**src/rtl/mlfd_pkg.sv**
```systemverilog
`default_nettype none

package mlfd_pkg;

    // Frame layout of the fixed-length long frame.
    localparam int FRAME_LEN   = 21;
    localparam int SUM_FIRST   = 4;
    localparam int SUM_LAST    = 18;
    localparam int POS_START1  = 0;
    localparam int POS_L1      = 1;
    localparam int POS_L2      = 2;
    localparam int POS_START2  = 3;
    localparam int POS_IDENT   = 8;
    localparam int POS_STATUS  = 12;
    localparam int POS_DIF     = 13;
    localparam int POS_VIF     = 14;
    localparam int POS_DATA    = 15;
    localparam int POS_CSUM    = 19;
    localparam int POS_STOP    = 20;

    localparam int COUNT_W     = $clog2(FRAME_LEN + 1);
    localparam int QUEUE_DEPTH = 2;

    localparam logic [7:0] START_BYTE = 8'h68;
    localparam logic [7:0] STOP_BYTE  = 8'h16;
    localparam logic [3:0] BCD_MAX    = 4'd9;

    typedef enum logic [2:0] {
        RES_OK           = 3'd0,
        RES_SHORT        = 3'd1,
        RES_BAD_START    = 3'd2,
        RES_LEN_MISMATCH = 3'd3,
        RES_BAD_STOP     = 3'd4,
        RES_CHECKSUM     = 3'd5
    } result_code_t;

    typedef struct packed {
        logic [7:0] rx_byte;
        logic       end_of_buffer;
    } byte_item_t;

    typedef struct packed {
        logic [2:0]  result_code;
        logic [26:0] meter_id;
        logic [26:0] reading;
        logic [3:0]  decimal_position;
        logic [3:0]  caliber_code;
        logic        overflow_flag;
        logic        reverse_flow_flag;
        logic        leak_flag;
        logic [4:0]  battery_bits;
    } result_item_t;

    // One classified frame as handed from the front to the back.
    typedef struct packed {
        result_code_t code;
        logic [31:0]  ident;
        logic [31:0]  data;
        logic [7:0]   status;
        logic [7:0]   dif;
        logic [7:0]   vif;
    } frame_rec_t;

endpackage

`default_nettype wire

```
**src/rtl/mbus_long_frame_meter_decoder.sv**
```systemverilog
// Decoder for fixed 21-byte M-Bus long frames, fed one received byte per transfer.
// The byte channel (byte_valid, byte_ready, byte_data) carries the byte and an
// end_of_buffer mark. Only the transfer that carries end_of_buffer produces a
// result, one per buffer, on the result channel (result_valid, result_ready,
// result_data): a status code, then meter ID and reading in binary and the
// status, DIF and VIF fields, all zero unless the frame passed every check.
// Bytes past the 21st of a buffer are dropped, but their end mark still counts.
// Throughput is one byte per cycle while byte_ready is high, and one result per
// cycle when every byte ends a buffer and the receiver keeps up. A result passes
// through the frame queue and the BCD conversion stages A and B, after which it
// waits in the output register.
// When the receiver stalls, results back up through the conversion stages
// into the frame queue; byte_ready drops only once that queue is full.
// Reset empties the queue and the pipeline and starts a new frame; the kept
// frame bytes are not cleared, since each frame rewrites what it reads.
`default_nettype none

module mbus_long_frame_meter_decoder
    import mlfd_pkg::*;
#(
    parameter int QUEUE_DEPTH_P = QUEUE_DEPTH
)
(
    input  wire logic         clk,
    input  wire logic         rst_n,
    input  wire logic         byte_valid,
    output logic              byte_ready,
    input  wire byte_item_t   byte_data,
    output logic              result_valid,
    input  wire logic         result_ready,
    output result_item_t      result_data
);

    logic       push_valid;
    logic       push_ready;
    frame_rec_t push_data;
    logic       pop_valid;
    logic       pop_ready;
    frame_rec_t pop_data;

    mlfd_front u_front (
        .clk        (clk),
        .rst_n      (rst_n),
        .byte_valid (byte_valid),
        .byte_ready (byte_ready),
        .byte_data  (byte_data),
        .rec_valid  (push_valid),
        .rec_ready  (push_ready),
        .rec_data   (push_data)
    );

    mlfd_queue #(
        .DEPTH (QUEUE_DEPTH_P)
    ) u_queue (
        .clk        (clk),
        .rst_n      (rst_n),
        .push_valid (push_valid),
        .push_ready (push_ready),
        .push_data  (push_data),
        .pop_valid  (pop_valid),
        .pop_ready  (pop_ready),
        .pop_data   (pop_data)
    );

    mlfd_back u_back (
        .clk          (clk),
        .rst_n        (rst_n),
        .rec_valid    (pop_valid),
        .rec_ready    (pop_ready),
        .rec_data     (pop_data),
        .result_valid (result_valid),
        .result_ready (result_ready),
        .result_data  (result_data)
    );

endmodule

`default_nettype wire

```
**src/rtl/mlfd_front.sv**
```systemverilog
`default_nettype none

module mlfd_front
    import mlfd_pkg::*;
(
    input  wire logic       clk,
    input  wire logic       rst_n,
    input  wire logic       byte_valid,
    output logic            byte_ready,
    input  wire byte_item_t byte_data,
    output logic            rec_valid,
    input  wire logic       rec_ready,
    output frame_rec_t      rec_data
);

    logic [7:0]         frame_reg [FRAME_LEN];
    logic [COUNT_W-1:0] count_reg;
    logic [COUNT_W-1:0] count_next;
    logic [7:0]         sum_reg;
    logic [7:0]         sum_next;
    logic [7:0]         view [FRAME_LEN];
    logic               room;
    logic               in_sum;
    logic               accept;
    result_code_t       code;

    assign byte_ready = rec_ready;
    assign accept     = byte_valid && byte_ready;
    assign room       = count_reg < COUNT_W'(FRAME_LEN);
    assign in_sum     = room && (count_reg >= COUNT_W'(SUM_FIRST))
                        && (count_reg <= COUNT_W'(SUM_LAST));

    // The frame as it stands once the current byte is kept.
    always_comb
    begin
        for (int p = 0; p < FRAME_LEN; p++)
        begin
            if (room && (count_reg == COUNT_W'(p)))
                view[p] = byte_data.rx_byte;
            else
                view[p] = frame_reg[p];
        end
    end

    assign count_next = room ? count_reg + COUNT_W'(1) : count_reg;
    assign sum_next   = in_sum ? sum_reg + byte_data.rx_byte : sum_reg;

    always_comb
    begin
        priority if (count_next < COUNT_W'(FRAME_LEN))
            code = RES_SHORT;
        else if ((view[POS_START1] != START_BYTE) || (view[POS_START2] != START_BYTE))
            code = RES_BAD_START;
        else if (view[POS_L1] != view[POS_L2])
            code = RES_LEN_MISMATCH;
        else if (view[POS_STOP] != STOP_BYTE)
            code = RES_BAD_STOP;
        else if (sum_next != view[POS_CSUM])
            code = RES_CHECKSUM;
        else
            code = RES_OK;
    end

    assign rec_valid       = byte_valid && byte_data.end_of_buffer;
    assign rec_data.code   = code;
    assign rec_data.ident  = {view[POS_IDENT+3], view[POS_IDENT+2],
                              view[POS_IDENT+1], view[POS_IDENT]};
    assign rec_data.data   = {view[POS_DATA+3], view[POS_DATA+2],
                              view[POS_DATA+1], view[POS_DATA]};
    assign rec_data.status = view[POS_STATUS];
    assign rec_data.dif    = view[POS_DIF];
    assign rec_data.vif    = view[POS_VIF];

    always_ff @(posedge clk or negedge rst_n)
    begin
        if (!rst_n)
        begin
            count_reg <= '0;
            sum_reg   <= '0;
        end
        else if (accept)
        begin
            if (byte_data.end_of_buffer)
            begin
                count_reg <= '0;
                sum_reg   <= '0;
            end
            else
            begin
                count_reg <= count_next;
                sum_reg   <= sum_next;
            end
        end
    end

    always_ff @(posedge clk)
    begin
        if (accept && room)
            frame_reg[count_reg] <= byte_data.rx_byte;
    end

endmodule

`default_nettype wire

```
**src/rtl/mlfd_queue.sv**
```systemverilog
`default_nettype none

module mlfd_queue
    import mlfd_pkg::*;
#(
    parameter int DEPTH = QUEUE_DEPTH
)
(
    input  wire logic       clk,
    input  wire logic       rst_n,
    input  wire logic       push_valid,
    output logic            push_ready,
    input  wire frame_rec_t push_data,
    output logic            pop_valid,
    input  wire logic       pop_ready,
    output frame_rec_t      pop_data
);

    localparam int PTR_W = (DEPTH > 1) ? $clog2(DEPTH) : 1;
    localparam int CNT_W = $clog2(DEPTH + 1);

    frame_rec_t       entry_reg [DEPTH];
    logic [PTR_W-1:0] wr_ptr_reg;
    logic [PTR_W-1:0] rd_ptr_reg;
    logic [CNT_W-1:0] fill_reg;
    logic             do_push;
    logic             do_pop;

    assign push_ready = fill_reg != CNT_W'(DEPTH);
    assign pop_valid  = fill_reg != '0;
    assign pop_data   = entry_reg[rd_ptr_reg];
    assign do_push    = push_valid && push_ready;
    assign do_pop     = pop_valid && pop_ready;

    always_ff @(posedge clk or negedge rst_n)
    begin
        if (!rst_n)
        begin
            wr_ptr_reg <= '0;
            rd_ptr_reg <= '0;
            fill_reg   <= '0;
        end
        else
        begin
            if (do_push)
                wr_ptr_reg <= (wr_ptr_reg == PTR_W'(DEPTH - 1)) ? '0
                              : wr_ptr_reg + PTR_W'(1);
            if (do_pop)
                rd_ptr_reg <= (rd_ptr_reg == PTR_W'(DEPTH - 1)) ? '0
                              : rd_ptr_reg + PTR_W'(1);
            if (do_push && !do_pop)
                fill_reg <= fill_reg + CNT_W'(1);
            else if (do_pop && !do_push)
                fill_reg <= fill_reg - CNT_W'(1);
        end
    end

    always_ff @(posedge clk)
    begin
        if (do_push)
            entry_reg[wr_ptr_reg] <= push_data;
    end

endmodule

`default_nettype wire

```
**src/rtl/mlfd_back.sv**
```systemverilog
`default_nettype none

module mlfd_back
    import mlfd_pkg::*;
(
    input  wire logic       clk,
    input  wire logic       rst_n,
    input  wire logic       rec_valid,
    output logic            rec_ready,
    input  wire frame_rec_t rec_data,
    output logic            result_valid,
    input  wire logic       result_ready,
    output result_item_t    result_data
);

    // Stage A: each BCD byte becomes a value of two digits.
    logic         a_valid_reg;
    result_code_t a_code_reg;
    logic [7:0]   a_status_reg;
    logic [3:0]   a_dif_reg;
    logic [3:0]   a_vif_reg;
    logic [6:0]   a_id_reg [4];
    logic [6:0]   a_da_reg [4];
    logic         a_id_bad_reg;
    logic         a_da_bad_reg;

    // Stage B: pairs of bytes become values of four digits.
    logic         b_valid_reg;
    result_code_t b_code_reg;
    logic [7:0]   b_status_reg;
    logic [3:0]   b_dif_reg;
    logic [3:0]   b_vif_reg;
    logic [13:0]  b_id_hi_reg;
    logic [13:0]  b_id_lo_reg;
    logic [13:0]  b_da_hi_reg;
    logic [13:0]  b_da_lo_reg;
    logic         b_id_bad_reg;
    logic         b_da_bad_reg;

    logic         out_valid_reg;
    result_item_t out_reg;

    logic         c_ready;
    logic         b_ready;
    logic         a_ready;
    logic [6:0]   id_pair [4];
    logic [6:0]   da_pair [4];
    logic         id_bad;
    logic         da_bad;
    logic         ok;
    logic [26:0]  id_full;
    logic [26:0]  da_full;

    assign c_ready   = !out_valid_reg || result_ready;
    assign b_ready   = !b_valid_reg || c_ready;
    assign a_ready   = !a_valid_reg || b_ready;
    assign rec_ready = a_ready;

    always_comb
    begin
        id_bad = 1'b0;
        da_bad = 1'b0;
        for (int i = 0; i < 4; i++)
        begin
            id_pair[i] = 7'(8'(rec_data.ident[8*i+4 +: 4]) * 8'd10
                            + 8'(rec_data.ident[8*i +: 4]));
            da_pair[i] = 7'(8'(rec_data.data[8*i+4 +: 4]) * 8'd10
                            + 8'(rec_data.data[8*i +: 4]));
            if ((rec_data.ident[8*i+4 +: 4] > BCD_MAX) || (rec_data.ident[8*i +: 4] > BCD_MAX))
                id_bad = 1'b1;
            if ((rec_data.data[8*i+4 +: 4] > BCD_MAX) || (rec_data.data[8*i +: 4] > BCD_MAX))
                da_bad = 1'b1;
        end
    end

    assign ok      = b_code_reg == RES_OK;
    assign id_full = 27'(b_id_hi_reg) * 27'd10000 + 27'(b_id_lo_reg);
    assign da_full = 27'(b_da_hi_reg) * 27'd10000 + 27'(b_da_lo_reg);

    always_ff @(posedge clk or negedge rst_n)
    begin
        if (!rst_n)
        begin
            a_valid_reg   <= 1'b0;
            b_valid_reg   <= 1'b0;
            out_valid_reg <= 1'b0;
        end
        else
        begin
            if (a_ready)
                a_valid_reg <= rec_valid;
            if (b_ready)
                b_valid_reg <= a_valid_reg;
            if (c_ready)
                out_valid_reg <= b_valid_reg;
        end
    end

    always_ff @(posedge clk)
    begin
        if (a_ready && rec_valid)
        begin
            a_code_reg   <= rec_data.code;
            a_status_reg <= rec_data.status;
            a_dif_reg    <= rec_data.dif[7:4];
            a_vif_reg    <= rec_data.vif[3:0];
            a_id_reg     <= id_pair;
            a_da_reg     <= da_pair;
            a_id_bad_reg <= id_bad;
            a_da_bad_reg <= da_bad;
        end
        if (b_ready && a_valid_reg)
        begin
            b_code_reg   <= a_code_reg;
            b_status_reg <= a_status_reg;
            b_dif_reg    <= a_dif_reg;
            b_vif_reg    <= a_vif_reg;
            b_id_hi_reg  <= 14'(a_id_reg[3]) * 14'd100 + 14'(a_id_reg[2]);
            b_id_lo_reg  <= 14'(a_id_reg[1]) * 14'd100 + 14'(a_id_reg[0]);
            b_da_hi_reg  <= 14'(a_da_reg[3]) * 14'd100 + 14'(a_da_reg[2]);
            b_da_lo_reg  <= 14'(a_da_reg[1]) * 14'd100 + 14'(a_da_reg[0]);
            b_id_bad_reg <= a_id_bad_reg;
            b_da_bad_reg <= a_da_bad_reg;
        end
        if (c_ready && b_valid_reg)
        begin
            // Every field but the code reads zero on a failed frame.
            out_reg.result_code       <= 3'(b_code_reg);
            out_reg.meter_id          <= (ok && !b_id_bad_reg) ? id_full : '0;
            out_reg.reading           <= (ok && !b_da_bad_reg) ? da_full : '0;
            out_reg.decimal_position  <= ok ? b_vif_reg : '0;
            out_reg.caliber_code      <= ok ? b_dif_reg : '0;
            out_reg.overflow_flag     <= ok && b_status_reg[7];
            out_reg.reverse_flow_flag <= ok && b_status_reg[6];
            out_reg.leak_flag         <= ok && b_status_reg[5];
            out_reg.battery_bits      <= ok ? b_status_reg[4:0] : '0;
        end
    end

    assign result_valid = out_valid_reg;
    assign result_data  = out_reg;

endmodule

`default_nettype wire
```
**config.mk**
```make
export PLATFORM = sky130hd
export DESIGN_NAME = mbus_long_frame_meter_decoder
export DESIGN_NICKNAME = d
export VERILOG_FILES = /design/src/rtl/mlfd_pkg.sv /design/src/rtl/mbus_long_frame_meter_decoder.sv /design/src/rtl/mlfd_front.sv /design/src/rtl/mlfd_queue.sv /design/src/rtl/mlfd_back.sv
export SDC_FILE = /design/constraint.sdc
export NUM_CORES = 1
export LEC_CHECK = 0
export BUFFER_PORTS_ARGS = -buffer_cell sky130_fd_sc_hd__buf_2
export CAP_MARGIN = 15
export CORE_MARGIN = 5
export CORE_UTILIZATION = 40
export CTS_CLUSTER_DIAMETER = 80
export DETAILED_ROUTE_END_ITERATION = 10
export GPL_ROUTABILITY_DRIVEN = 0
export HOLD_SLACK_MARGIN = 0.1
export MAX_ROUTING_LAYER = met4
export PLACE_DENSITY = 0.58
export SYNTH_ARGS = -nofsm -noshare
export SYNTH_HDL_FRONTEND = slang
export SYNTH_SLANG_ARGS = --single-unit
```
**constraint.sdc**
```tcl
create_clock -name clk -period 8.88 [get_ports clk]
set_clock_uncertainty 0.15 [all_clocks]
set_input_delay 0.888 -clock clk [delete_from_list [all_inputs] [get_ports clk]]
set_output_delay 0.888 -clock clk [all_outputs]
set_load 0.05 [all_outputs]
```
# Yosys cells after proc, flatten, opt, wreduce, memory -nomap -nowiden
# Memory sizes are Yosys's and may differ from the RTL's.
# Cells that the tools add are included.
# classes
addsub	20
multipliers	14
div_mod_pow	0
n_lt_le_gt_ge	20
eq_ne	22
shift	0
mux	36
bitwise_logic	0
n_reduce_logical	58
# ops
cell	count
2-to-1 mux 8 bit	19
> comparator 4 bit, second input constant	16
adder 14 x 7 -> 14 bit	4
adder 7 x 4 -> 7 bit	8
adder 27 x 14 -> 27 bit	2
multiplier 4 x 3 -> 6 bit, second input constant	8
multiplier 7 x 5 -> 12 bit, second input constant	4
multiplier 14 x 10 -> 23 bit, second input constant	2
equality test 5 x 4 -> 1 bit, second input constant	8
logical AND 1 bit	33
equality test 5 bit, second input constant	5
!= test 8 x 7 -> 1 bit, second input constant	2
!= test 8 bit	2
2-to-1 mux 3 bit	5
logical OR 1 bit	12
equality test 5 x 2 -> 1 bit, second input constant	2
< comparator 5 bit, second input constant	2
2-to-1 mux 5 bit	2
adder 8 bit	1
2-to-1 mux 1 bit	8
!= test 8 x 5 -> 1 bit, second input constant	1
zero test 1 bit	7
OR reduction 3 bit	2
adder 5 x 1 -> 5 bit, second input constant	1
11 further kinds	14
# totals
reg_bits	247
latchBits	0
ramBits	350
rom_bits	0
output_inout_bits	75
word_cells	213
memories	2
# mem_list
memory	words	width	read_ports	rd_clocked_by_memory_dff	wr	line	source
u_queue.entry_reg	2	91	1	0	1	mlfd_queue.sv:22	frame_rec_t entry_reg [DEPTH];
u_front.frame_reg	21	8	17	0	1	mlfd_front.sv:16	logic [7:0] frame_reg [FRAME_LEN];

# Longest topological paths before layout
# Gate-level depths: netlist of the first run.
# depth
depth_word	10
mapped_depth	23
depth_no_buf	21

# By module
# Synthesis of the first run repeated with hierarchy kept, for this count alone.
# unflattened
cells_unflattened	2572
area_unflattened_um2	33215.6
# modules_own_cells
mod	n_inst	cells_each	area_each_um2
mlfd_back	1	1693	18682.9
mlfd_front	1	578	7372.1
mlfd_queue	1	301	7160.6

# Worst setup path after synthesis of the first run
# No wires, ideal clock.
# synth_path
kind	flip-flop to flip-flop
start	register u_queue.fill_reg[0]
end	memory u_queue.entry_reg[0][0] (netlist name) (enable)
t_arrival_ps	4937
required_time_ps	8205
slack_ps	3268
path_stages_with_launch	6
n_path_buf	1
period_less_slack_ps	5612
path_cell_list	dfrtp_1 > nand2b_1 > and2_1 > clkbuf_1 > nand2_1 > nor2_1
# synth_via
elab_chain_cells	4
# synth_lines
element	line	source
start, declared	mlfd_queue.sv:25	logic [CNT_W-1:0] fill_reg;
start signal, assigned	mlfd_queue.sv:52	fill_reg <= fill_reg + CNT_W'(1);
start signal, assigned	mlfd_queue.sv:54	fill_reg <= fill_reg - CNT_W'(1);
!= test 2 bit	mlfd_queue.sv:29	assign push_ready = fill_reg != CNT_W'(DEPTH);
net byte_ready	mbus_long_frame_meter_decoder.sv:27	output logic byte_ready,
logical AND 1 bit	mlfd_queue.sv:32	assign do_push = push_valid && push_ready;
2-to-1 mux 1 bit	mlfd_queue.sv:60	if (do_push)
2-to-1 mux 1 bit (implied by the code)	mlfd_queue.sv:61	entry_reg[wr_ptr_reg] <= push_data;
end, declared	mlfd_queue.sv:22	
# The timed path passes the listed nets, and every way through them passes these cells.

# Final worst setup path of the first run
# layout_path
start	register u_back.b_id_hi_reg[4]
end	register u_back.out_reg, in the netlist u_back.result_data[69], data pin
# layout_via
elab_chain_cells	2
# layout_lines
element	line	source
start, declared	mlfd_back.sv:33	logic [13:0] b_id_hi_reg;
start signal, assigned	mlfd_back.sv:118	b_id_hi_reg <= 14'(a_id_reg[3]) * 14'd100 + 14'(a_id_reg[2]);
multiplier 14 x 10 -> 23 bit	mlfd_back.sv:77	assign id_full = 27'(b_id_hi_reg) * 27'd10000 + 27'(b_id_lo_reg);
adder 27 x 14 -> 27 bit	mlfd_back.sv:77	
end, declared	mlfd_back.sv:41	result_item_t out_reg;
# Every way passes these cells.
# A chain may end at the register's enable or synchronous reset.

==> impl_summary.log, run 1 <==
[metrics] result of the run: completed
[metrics] Core Rows: 102
[metrics] clock sinks: about 540
[metrics] list of cells traversed by the critical path: inv_1 > fa_1 > inv_1 > ha_1 > inv_1 > fa_1 > inv_1 > ha_1 > inv_1 > fa_1 > inv_1 > ha_1 > o21ai_0 > nand2b_1 > a41o_1 > o31ai_1 > xor2_1 > a2111oi_0 > nand4_1 > xnor2_1 > nor2_1
[metrics] 1st-pass router iterations: 8
[metrics] Hold/Removal Path Class: register to register
[metrics] global route total overflow: 0
[metrics] slowest CP cell: sky130_fd_sc_hd__a2111oi_0
[metrics] MaxCap Viol Count: 0
[metrics] Final period util: between 60% and 70%
[metrics] fmax: between 150 and 200 MHz
[metrics] total of buffers placed on input and output ports: 87
[metrics] clock tree root driver cell: sky130_fd_sc_hd__clkbuf_16
[metrics] setup repair after global routing missed its margin: no
[metrics] largest stage delay on the critical path: 0.59 ns
[metrics] post-route worst hold slack: about 0.26 ns
[metrics] most frequent CP cell: sky130_fd_sc_hd__inv_1
[metrics] largest delay contributor family on the critical path: adder cells
[metrics] total wire length: 60.1 mm
[metrics] die width: 290 um
[metrics] # H-tree levels: 3
[metrics] remaining routing DRC violations: 0
[metrics] total number of vias: about 18000
[metrics] max FFs per register: ~170
[metrics] synthesized netlist cell count: 2438
[metrics] Post-synth EDFFs: 521
[metrics] number of library cell types mapped by synthesis: 80
[metrics] synthesis-to-layout area growth: 12.0%
[metrics] sum of net half-perimeters after detailed placement: 42.4 mm
[metrics] CTS-repair resized insts: 0
[metrics] Detail Route Antenna Nets: 0
[metrics] Worst Path Buf+Inv: 6
[metrics] First DRT Iteration DRCs: 849
[metrics] Tightest Pin Transition: 0.948 ns
[metrics] type of element launching the critical path: register
[metrics] Reg clk slew, reported paths: roughly 0.06 ns
[metrics] initial core utilization: 40.3%
[metrics] Post-Layout Cell Count: 3641
[metrics] first-pass GRT wire length: 98.9 mm
[metrics] die height: 290 um
[metrics] Syn Area/Cell: 12.8 sq um
[metrics] post-synthesis cell area: 31300 sq um
[metrics] prevailing post-synth register cell: sky130_fd_sc_hd__edfxtp_1
[metrics] cell type with the highest aggregate area in the netlist: sky130_fd_sc_hd__edfxtp_1
[metrics] start of the worst register-to-register path: u_back.b_id_hi_reg[4]$_DFFE_PP_
[metrics] vias in the first global route: 18900
[metrics] Req. time, crit path: slightly above 9 ns
[metrics] post-synthesis net count: 2866
[metrics] Max-Slew Margin vs Limit: 36.8%
[metrics] register bit total from synthesis: 541
[metrics] Ant. Diodes: 0
[metrics] initial antenna violation count: 0
[metrics] number of warning messages in the yosys log: 0
[metrics] Min-Delay Startpoint: u_back.a_id_bad_reg$_SDFFCE_PP1P_
[metrics] final core utilization: 45.2%
[metrics] maximum fanout encountered on the critical timing path: 4
[metrics] largest net degree at the start of global routing: 68
[metrics] cell with the most instances after synthesis: sky130_fd_sc_hd__edfxtp_1
[metrics] core area: 77600 sq um
[metrics] most frequent cells after synthesis: sky130_fd_sc_hd__edfxtp_1, sky130_fd_sc_hd__ha_1, sky130_fd_sc_hd__inv_1, sky130_fd_sc_hd__mux2_2, sky130_fd_sc_hd__xnor2_1
[metrics] CTS buffer count: 66
[metrics] layout cells sized above 1: 14.5%
[metrics] Worst Setup End Kind: register
[metrics] critical path arrival: 5.93 ns
[metrics] final total negative setup slack: 0 ns
[metrics] critical path start-end classification: register to register
[metrics] total instance count after detailed placement: between 3000 and 4000
[metrics] area share of the leading cell type in the synthesized netlist: 50.0%
[metrics] clock tree from TritonCTS: done
[metrics] Seq/Total Area, Yosys: 51.6%
[metrics] Die Area: 84000 sq um
[metrics] top cells by area in the synthesized netlist: sky130_fd_sc_hd__edfxtp_1, sky130_fd_sc_hd__ha_1, sky130_fd_sc_hd__fa_1
[metrics] Bufs on Longest Clock Path: 3
[metrics] source-to-sink clock delay at the later pin of the worst-skew pair: about 0.61 ns
[metrics] total count of max-transition violations in the final report: 0
[metrics] Boundary Pins: approximately 90
[metrics] CP startpoint: u_back.b_id_hi_reg[4]$_DFFE_PP_
[metrics] Hold Fails Final Rpt: 0
[metrics] number of vias per cell after detailed routing: 4.95
[metrics] gr usage total: between 15 and 20%
[metrics] final setup vio count: 0
[metrics] NumNets Final: 2985
[metrics] average routed wire per standard cell: 16.5 um
[metrics] FFs w/ async S/R, synth: 3.70%
[metrics] shortest clock period the worst path allows after layout: 5.74 ns
==> cells in the final DEF, fill, tap and decap left out, types with 9 or more instances in the layout <==
master                        n
sky130_fd_sc_hd__mux2i_1     35
sky130_fd_sc_hd__nand3_1     16
sky130_fd_sc_hd__o22ai_1     12
sky130_fd_sc_hd__nand2_1     82
sky130_fd_sc_hd__o21a_1      21
sky130_fd_sc_hd__xnor2_1    119
sky130_fd_sc_hd__and2_1      42
sky130_fd_sc_hd__o21bai_1    24
sky130_fd_sc_hd__buf_4       16
sky130_fd_sc_hd__edfxtp_1   521
sky130_fd_sc_hd__nor2_1     106
sky130_fd_sc_hd__dfrtp_1     19
sky130_fd_sc_hd__a211oi_1    10
sky130_fd_sc_hd__clkbuf_16   66
sky130_fd_sc_hd__nand4_1     10
sky130_fd_sc_hd__or2_2       18
sky130_fd_sc_hd__ha_1       326
sky130_fd_sc_hd__nand2b_1    12
sky130_fd_sc_hd__o21ai_0     70
sky130_fd_sc_hd__a21oi_1     95
sky130_fd_sc_hd__a21o_1      40
sky130_fd_sc_hd__xor2_1      75
sky130_fd_sc_hd__a22oi_1     14
sky130_fd_sc_hd__nor2b_1     18
sky130_fd_sc_hd__nor4_1      13
sky130_fd_sc_hd__inv_1      309
sky130_fd_sc_hd__clkbuf_1     9
sky130_fd_sc_hd__nor3_1      35
sky130_fd_sc_hd__buf_2       88
sky130_fd_sc_hd__and3_1      12
sky130_fd_sc_hd__clkinv_2    12
sky130_fd_sc_hd__mux2_2     128
sky130_fd_sc_hd__fa_1        89
==> cells by family after synthesis <==
logic type | after synthesis | share of synthesized area (%)
flip-flops | 541 | 51.6
adder cells (fa/ha/maj) | 415 | 18.7
AND/OR/NAND/NOR | 404 | 6.65
buffers and inverters | 364 | 4.46
AO/OA/AOI/OAI | 357 | 7.44
XOR/XNOR | 194 | 5.43
multiplexers | 163 | 5.72
==> through the flow <==
| step | instance area (sq um) | worst slack, ns |
|---|---|---|
| after detailed placement | 33000 | 3.14 |
| after global placement | 33000 | 3.27 |
| after global routing | 35100 | 2.71 |
| after CTS | 35100 | 3.11 |
| after floorplan | 31300 | 3.27 |
| final | 35100 | 3.14 |
==> cell type report <==
cell class / count / area [sq um]
Timing Repair Buffer: 105 / 571
Multi-Input combinational cell: 1533 / 13800
Tap cell: 1040 / 1300
Clock buffer: 76 / 1700
Sequential cell: 541 / 16100
Clock inverter: 36 / 388
Fill cell: 6997 / 42500
Inverter: 310 / 1160
==> routing by layer <==
metal  vias to the layer above  GRT usage [%]  routed length (um)
li1                       8955              -                   -
met1                      8643           20.0               28600
met2                       320           23.9               27700
met3                       102           2.38                2440
met4                         0           4.46                1360
met5                         -              -                   0
==> repair_timing <==
| item | CTS | global route |
|---|---|---|
| endpoints found under the hold margin | 11 | 0 |
| buffers inserted | 0 | 0 |
| hold buffers | 1 | 0 |
==> worst paths after layout <==
check	to	slack [ns]	depth (start not counted)
max reg2reg	u_back.result_data[69]$_SDFFCE_PN0P_	3.14	21
max in group asynchronous	u_queue.rd_ptr_reg$_DFFE_PN0P_	7.54	2
min reg2reg	u_back.b_id_bad_reg$_DFFE_PP_	0.26	0
max	u_back.result_data[69]$_SDFFCE_PN0P_	3.14	21
min	u_back.b_id_bad_reg$_DFFE_PP_	0.26	0
min in group asynchronous	u_front.sum_reg[0]$_DFFE_PN0P_	0.63	2
Power of run 1 is left out: the tool's default activity adds up to more than one toggle a clock period on the data nets, which glitch-free logic cannot reach.
==> run 2: changes to the inputs <==
--- a/config.mk
+++ b/config.mk
@@ -14,7 +14,7 @@
 export GPL_ROUTABILITY_DRIVEN = 0
 export HOLD_SLACK_MARGIN = 0.1
 export MAX_ROUTING_LAYER = met4
-export PLACE_DENSITY = 0.58
+export PLACE_DENSITY = 0.6
 export SYNTH_ARGS = -nofsm -noshare
 export SYNTH_HDL_FRONTEND = slang
 export SYNTH_SLANG_ARGS = --single-unit
==> constraint.sdc (replaced) <==
create_clock -name clk -period 4.7 [get_ports clk]
set_clock_uncertainty 0.15 [all_clocks]
set_input_delay 0.47 -clock clk [delete_from_list [all_inputs] [get_ports clk]]
set_output_delay 0.47 -clock clk [all_outputs]
set_load 0.05 [all_outputs]
==> impl_summary.log, run 2 (same netlist as run 1, synthesis figures left out) <==
[metrics] vias in the first global route: 19600 (+3.6%)
[metrics] Die Area: 84000 sq um (unchanged)
[metrics] Bufs on Longest Clock Path: 3 (unchanged)
[metrics] source-to-sink clock delay at the later pin of the worst-skew pair: 0.66 ns (+0.05 ns)
[metrics] layout cells sized above 1: 23.4% (+8.9 points)
[metrics] Min-Delay Startpoint: result_ready
[metrics] number of vias per cell after detailed routing: 4.92 (-0.65%)
[metrics] Tightest Pin Transition: 1.02 ns (+0.0678 ns)
[metrics] total instance count after detailed placement: 3675 (+4.2%)
[metrics] initial antenna violation count: 3 (+3)
[metrics] most common cell after layout, fill and taps aside: sky130_fd_sc_hd__edfxtp_1
[metrics] clock sinks: 541 (unchanged)
[metrics] final total negative setup slack: -6.56 ns (-6.56 ns)
[metrics] total number of vias: 18700 (+4.0%)
[metrics] maximum fanout encountered on the critical timing path: 5 (+1)
[metrics] CTS buffer count: 59 (-11%)
[metrics] commonest cells after routing, fill and taps aside: sky130_fd_sc_hd__edfxtp_1, sky130_fd_sc_hd__ha_1, sky130_fd_sc_hd__inv_1
[metrics] total placed instance area: 34400 sq um (+4.2%)
[metrics] remaining routing DRC violations: 0 (unchanged)
[metrics] NumNets Final: 3153 (+5.6%)
[metrics] core area: 77600 sq um (unchanged)
[metrics] first-pass GRT wire length: 102 mm (+2.8%)
[metrics] shortest clock period the worst path allows after layout: 5.34 ns (-0.404 ns)
[metrics] sum of net half-perimeters after detailed placement: 43.9 mm (+3.5%)
[metrics] total area of multi-input combinational cells: 14600 sq um (+6.0%)
[metrics] max FFs per register: 166 (unchanged)
[metrics] Boundary Pins: 88 (unchanged)
[metrics] CP startpoint: u_back.b_da_hi_reg[5]$_DFFE_PP_
[metrics] # H-tree levels: 2 (-1)
[metrics] Core Rows: 102 (unchanged)
[metrics] Max-Slew Margin vs Limit: 32.3% (-4.5 points)
[metrics] gr usage total: 15.4% (+0.35 points)
[metrics] Hold Fails Final Rpt: 0 (unchanged)
[metrics] Worst Setup End Kind: register
[metrics] slack of the worst reg-to-reg path: -0.64 ns (-3.78 ns)
[metrics] global route total overflow: 0 (unchanged)
[metrics] 1st-pass router iterations: 7 (-1)
[metrics] slowest CP cell: sky130_fd_sc_hd__fa_1
[metrics] synthesis-to-layout area growth: 18.8%
[metrics] start of the worst register-to-register path: u_back.b_da_hi_reg[5]$_DFFE_PP_
[metrics] Placement Setup Slack: -0.581 ns (-3.72 ns)
[metrics] MaxCap Viol Count: 0 (unchanged)
[metrics] largest net degree at the start of global routing: 61 (-10%)
[metrics] worst setup margin: -0.641 ns (-3.78 ns)
[metrics] Hold/Removal Path Class: input port to register
[metrics] die height: 290 um (unchanged)
[metrics] Req. time, crit path: 5.00 ns (-4.06 ns)
[metrics] average routed wire per standard cell: 16.4 um (-0.93%)
[metrics] clock tree from TritonCTS: done
[metrics] Final period util: 114% (+49 points)
[metrics] critical path arrival: 5.64 ns (-0.29 ns)
[metrics] setup repair after global routing missed its margin: yes
[metrics] clock tree root driver cell: sky130_fd_sc_hd__clkbuf_16
[metrics] largest stage delay on the critical path: 0.53 ns (-0.06 ns)
[metrics] die width: 290 um (unchanged)
[metrics] final setup vio count: 21 (+21)
[metrics] Detail Route Antenna Nets: 0 (unchanged)
[metrics] fmax: 187 MHz (+7.6%)
[metrics] total count of max-transition violations in the final report: 0 (unchanged)
[metrics] list of cells traversed by the critical path: inv_2 > fa_1 > inv_1 > ha_1 > fa_1 > ha_1 > inv_1 > fa_1 > inv_1 > ha_4 > nor4_1 > o21ai_0 > and4bb_1 > o21a_1 > o31a_1 > a31o_2 > nor3_2 > buf_4 > nand4_2 > a21oi_2
[metrics] number of inserted filler cells in the final layout: 6871 (-1.8%)
[metrics] result of the run: finished, violations left
[metrics] initial core utilization: 40.3% (unchanged)
[metrics] sequential cell area: 16100 sq um (unchanged)
[metrics] Reg clk slew, reported paths: 0.05 ns (about the same)
[metrics] failing checks: negative setup slack
[metrics] critical path start-end classification: register to register
[metrics] total of buffers placed on input and output ports: 87 (unchanged)
[metrics] Post-Layout Cell Count: 3813 (+4.7%)
[metrics] First DRT Iteration DRCs: 957 (+13%)
[metrics] final design instance area without fill: 37200 sq um (+6.1%)
[metrics] total wire length: 62.3 mm (+3.7%)
[metrics] type of element launching the critical path: register
-- run 2: final cells by class --
class	instances	area share, %
Sequential cell	541	43.4
Multi-Input combinational cell	1533	39.3
Timing Repair Buffer	280	5.40
Clock buffer	69	4.07
Tap cell	1040	3.50
Inverter	310	3.13
Clock inverter	38	1.16
Antenna cell	2	0.0135
-- run 2: path summary, 6_finish.rpt --
path,to,depth (start not counted)
max,u_back.result_data[42]$_SDFFCE_PN0P_,20
min reg2reg,u_back.b_code_reg[2]$_DFFE_PP_,0
min in group asynchronous,u_front.sum_reg[2]$_DFFE_PN0P_,2
min,u_back.a_valid_reg$_DFFE_PN0P_,4
max reg2reg,u_back.result_data[42]$_SDFFCE_PN0P_,20
max in group asynchronous,u_back.result_valid$_DFFE_PN0P_,2
-- run 2: stage by stage --
stage                     utilization, %  hold WS, ns
after floorplan                        -       0.0244
after global placement              44.3        0.255
after detailed placement            44.3        0.255
after CTS                           47.4        0.111
after global routing                47.9        0.137
final                               47.9        0.122
-- run 2: what timing repair did --
action	in CTS	in global routing
pin swaps	47	46
resized for setup	68	53
endpoints found under the hold margin	30	0
hold buffers	3	0
setup buffers	16	17
setup endpoints to repair	23	25
-- run 2: worst max-delay path, delay by kind of cell, from the launching register on --
family | cells | cell delay, ns
fa+ha+maj | 6 | 2.26
buf+inv | 5 | 0.38
compound gates | 5 | 1.09
flops | 1 | 0.36
simple gates | 4 | 0.95
-- run 2: metal layers --
layer	vias up	GRT usage, %	wire, um
li1	9285	-	-
met1	9027	20.1	28900
met2	323	25.4	29700
met3	113	2.36	2320
met4	0	3.79	1440
met5	-	-	0
Power of run 2 is left out for the same reason.
==> run 3: changes to the inputs <==
--- a/config.mk
+++ b/config.mk
@@ -15,6 +15,7 @@
 export HOLD_SLACK_MARGIN = 0.1
 export MAX_ROUTING_LAYER = met4
 export PLACE_DENSITY = 0.6
+export SETUP_SLACK_MARGIN = 0.2
 export SYNTH_ARGS = -nofsm -noshare
 export SYNTH_HDL_FRONTEND = slang
 export SYNTH_SLANG_ARGS = --single-unit
==> impl_summary.log, run 3 (same netlist as run 1, synthesis figures left out) <==
[metrics] type of element launching the critical path: register
[metrics] Final period util: 109% (-4.3 points)
[metrics] final setup vio count: 17 (-19%)
[metrics] gr usage total: 15.3% (-0.056 points)
[metrics] failing checks: negative setup slack
[metrics] sum of net half-perimeters after detailed placement: 44.4 mm (+1.2%)
[metrics] 1st-pass router iterations: 5 (-2)
[metrics] Hold Fails Final Rpt: 0 (unchanged)
[metrics] commonest cells after routing, fill and taps aside: sky130_fd_sc_hd__edfxtp_1, sky130_fd_sc_hd__ha_1, sky130_fd_sc_hd__inv_1
[metrics] total of buffers placed on input and output ports: 87 (unchanged)
[metrics] CTS buffer count: 60 (+1.7%)
[metrics] total count of max-transition violations in the final report: 0 (unchanged)
[metrics] clock tree root driver cell: sky130_fd_sc_hd__clkbuf_16
[metrics] Hold/Removal Path Class: input port to register
[metrics] setup repair after global routing missed its margin: yes
[metrics] layout cells sized above 1: 23.3% (-0.055 points)
[metrics] most common cell after layout, fill and taps aside: sky130_fd_sc_hd__edfxtp_1
[metrics] synthesis-to-layout area growth: 18.3%
[metrics] initial antenna violation count: 5 (+2)
[metrics] vias in the first global route: 19800 (+1.2%)
[metrics] number of vias per cell after detailed routing: 4.90 (-0.37%)
[metrics] max FFs per register: 166 (unchanged)
[metrics] post-route worst hold slack: 0.165 ns (+0.0431 ns)
[metrics] Worst Setup End Kind: register
[metrics] largest stage delay on the critical path: 0.55 ns (+0.02 ns)
[metrics] core area: 77600 sq um (unchanged)
[metrics] initial core utilization: 40.3% (unchanged)
[metrics] critical path start-end classification: register to register
[metrics] fmax: 195 MHz (+3.9%)
[metrics] Max-Slew Margin vs Limit: 37.5% (+5.2 points)
[metrics] remaining routing DRC violations: 0 (unchanged)
[metrics] result of the run: finished, violations left
[metrics] list of cells traversed by the critical path: inv_2 > buf_4 > fa_1 > inv_2 > ha_4 > inv_1 > fa_1 > inv_2 > ha_4 > inv_2 > fa_1 > inv_2 > ha_4 > or2_4 > a31oi_4 > a211oi_2 > a311o_1 > a31o_1 > or4b_4 > nand3_4 > a31o_4 > a21oi_2
[metrics] global route total overflow: 0 (unchanged)
[metrics] Reg clk slew, reported paths: 0.06 ns (about the same)
[metrics] slowest CP cell: sky130_fd_sc_hd__fa_1
[metrics] die height: 290 um (unchanged)
[metrics] Detail Route Antenna Nets: 0 (unchanged)
[metrics] MaxCap Viol Count: 0 (unchanged)
[metrics] die width: 290 um (unchanged)
[metrics] clock tree from TritonCTS: done
[metrics] average routed wire per standard cell: 16.3 um (-0.24%)
[metrics] shortest clock period the worst path allows after layout: 5.14 ns (-0.201 ns)
[metrics] Core Rows: 102 (unchanged)
[metrics] total wire length: 62.2 mm (-0.27%)
[metrics] source-to-sink clock delay at the later pin of the worst-skew pair: 0.65 ns (about the same)
[metrics] worst setup margin: -0.440 ns (+0.201 ns)
[metrics] critical path arrival: 5.35 ns (-0.29 ns)
[metrics] Boundary Pins: 88 (unchanged)
[metrics] Req. time, crit path: 4.91 ns (-0.09 ns)
[metrics] clock sinks: 541 (unchanged)
[metrics] Die Area: 84000 sq um (unchanged)
[metrics] first-pass GRT wire length: 102 mm (-0.13%)
[metrics] most frequent CP cell: sky130_fd_sc_hd__inv_2
[metrics] number of inserted filler cells in the final layout: 6832 (-0.57%)
[metrics] Bufs on Longest Clock Path: 3 (unchanged)
[metrics] # H-tree levels: 2 (unchanged)
[metrics] NumNets Final: 3149 (-0.13%)
[metrics] First DRT Iteration DRCs: 933 (-2.5%)
[metrics] maximum fanout encountered on the critical timing path: 3 (-2)
[metrics] total number of vias: 18700 (-0.40%)
[metrics] largest net degree at the start of global routing: 52 (-15%)
[metrics] Tightest Pin Transition: 0.935 ns (-0.0801 ns)
-- run 3: cell count changes in the layout (fill, tap and decap cells not counted), sizes merged --
cell | previous run | this run
clkbuf | 69 | 75
buf | 277 | 272
bufinv | 6 | 4
clkinvlp | 4 | 2
diode | 2 | 3
inv | 312 | 313
-- run 3: worst paths after layout --
check / start / end / slack, ns / cells past startpoint
setup / recovery: u_back.b_da_hi_reg[5]$_DFFE_PP_ / u_back.result_data[42]$_SDFFCE_PN0P_ / -0.44 / 22
hold / removal: byte_data[1] / u_front.sum_reg[0]$_DFFE_PN0P_ / 0.17 / 4
setup reg to reg: u_back.b_da_hi_reg[5]$_DFFE_PP_ / u_back.result_data[42]$_SDFFCE_PN0P_ / -0.44 / 22
hold reg to reg: u_back.a_code_reg[1]$_DFFE_PP_ / u_back.b_code_reg[1]$_DFFE_PP_ / 0.26 / 0
max in group asynchronous: rst_n / u_queue.rd_ptr_reg$_DFFE_PN0P_ / 3.83 / 2
min in group asynchronous: rst_n / u_front.sum_reg[0]$_DFFE_PN0P_ / 0.18 / 2
-- run 3: layout make-up --
cell class	count	area, sq um	area share (%)
clock inverter	35	360	0.973
tap	1040	1300	3.51
clock buffer	75	1560	4.21
multi-input combinational	1533	14600	39.3
inverter	310	1160	3.15
sequential	541	16100	43.6
timing repair buffer	275	1920	5.19
antenna	3	7.51	0.0203
-- run 3: what timing repair did --
item                       CTS  global route
hold buffers                 3             0
resized for setup           56            37
buffers inserted             7            13
hold endpoints to repair    31             0
pin swaps                   46            26
setup endpoints to repair   26            26
-- run 3: stage by stage --
step	setup WS [ns]	instances	utilization, %	setup TNS [ns]	cell area (sq um)
after detailed placement	-0.568	3676	44.3	-5.79	34400
after CTS	-0.463	3796	47.3	-4.42	36700
after global placement	-0.498	3676	44.3	-4.63	34400
after global routing	-0.698	3812	47.7	-9.25	37000
final	-0.440	3812	47.7	-4.16	37000
after floorplan	-0.426	2438	-	-2.33	31600
-- run 3: worst max-delay path, delay by kind of cell, from the launching register on --
kind	cells	cell delay [ns]
flops	1	0.40
fa+ha+maj	6	2.03
buf+inv	7	0.48
simple gates	3	0.85
compound gates	6	0.97
-- run 3: metal layers --
| metal | GRT usage [%] | part of all wire (%) |
|---|---|---|
| met1 | 19.7 | 46 |
| met2 | 25.4 | 48 |
| met3 | 2.09 | 3.6 |
| met4 | 4.62 | 2.6 |
| met5 | - | 0 |
Power of run 3 is left out for the same reason.
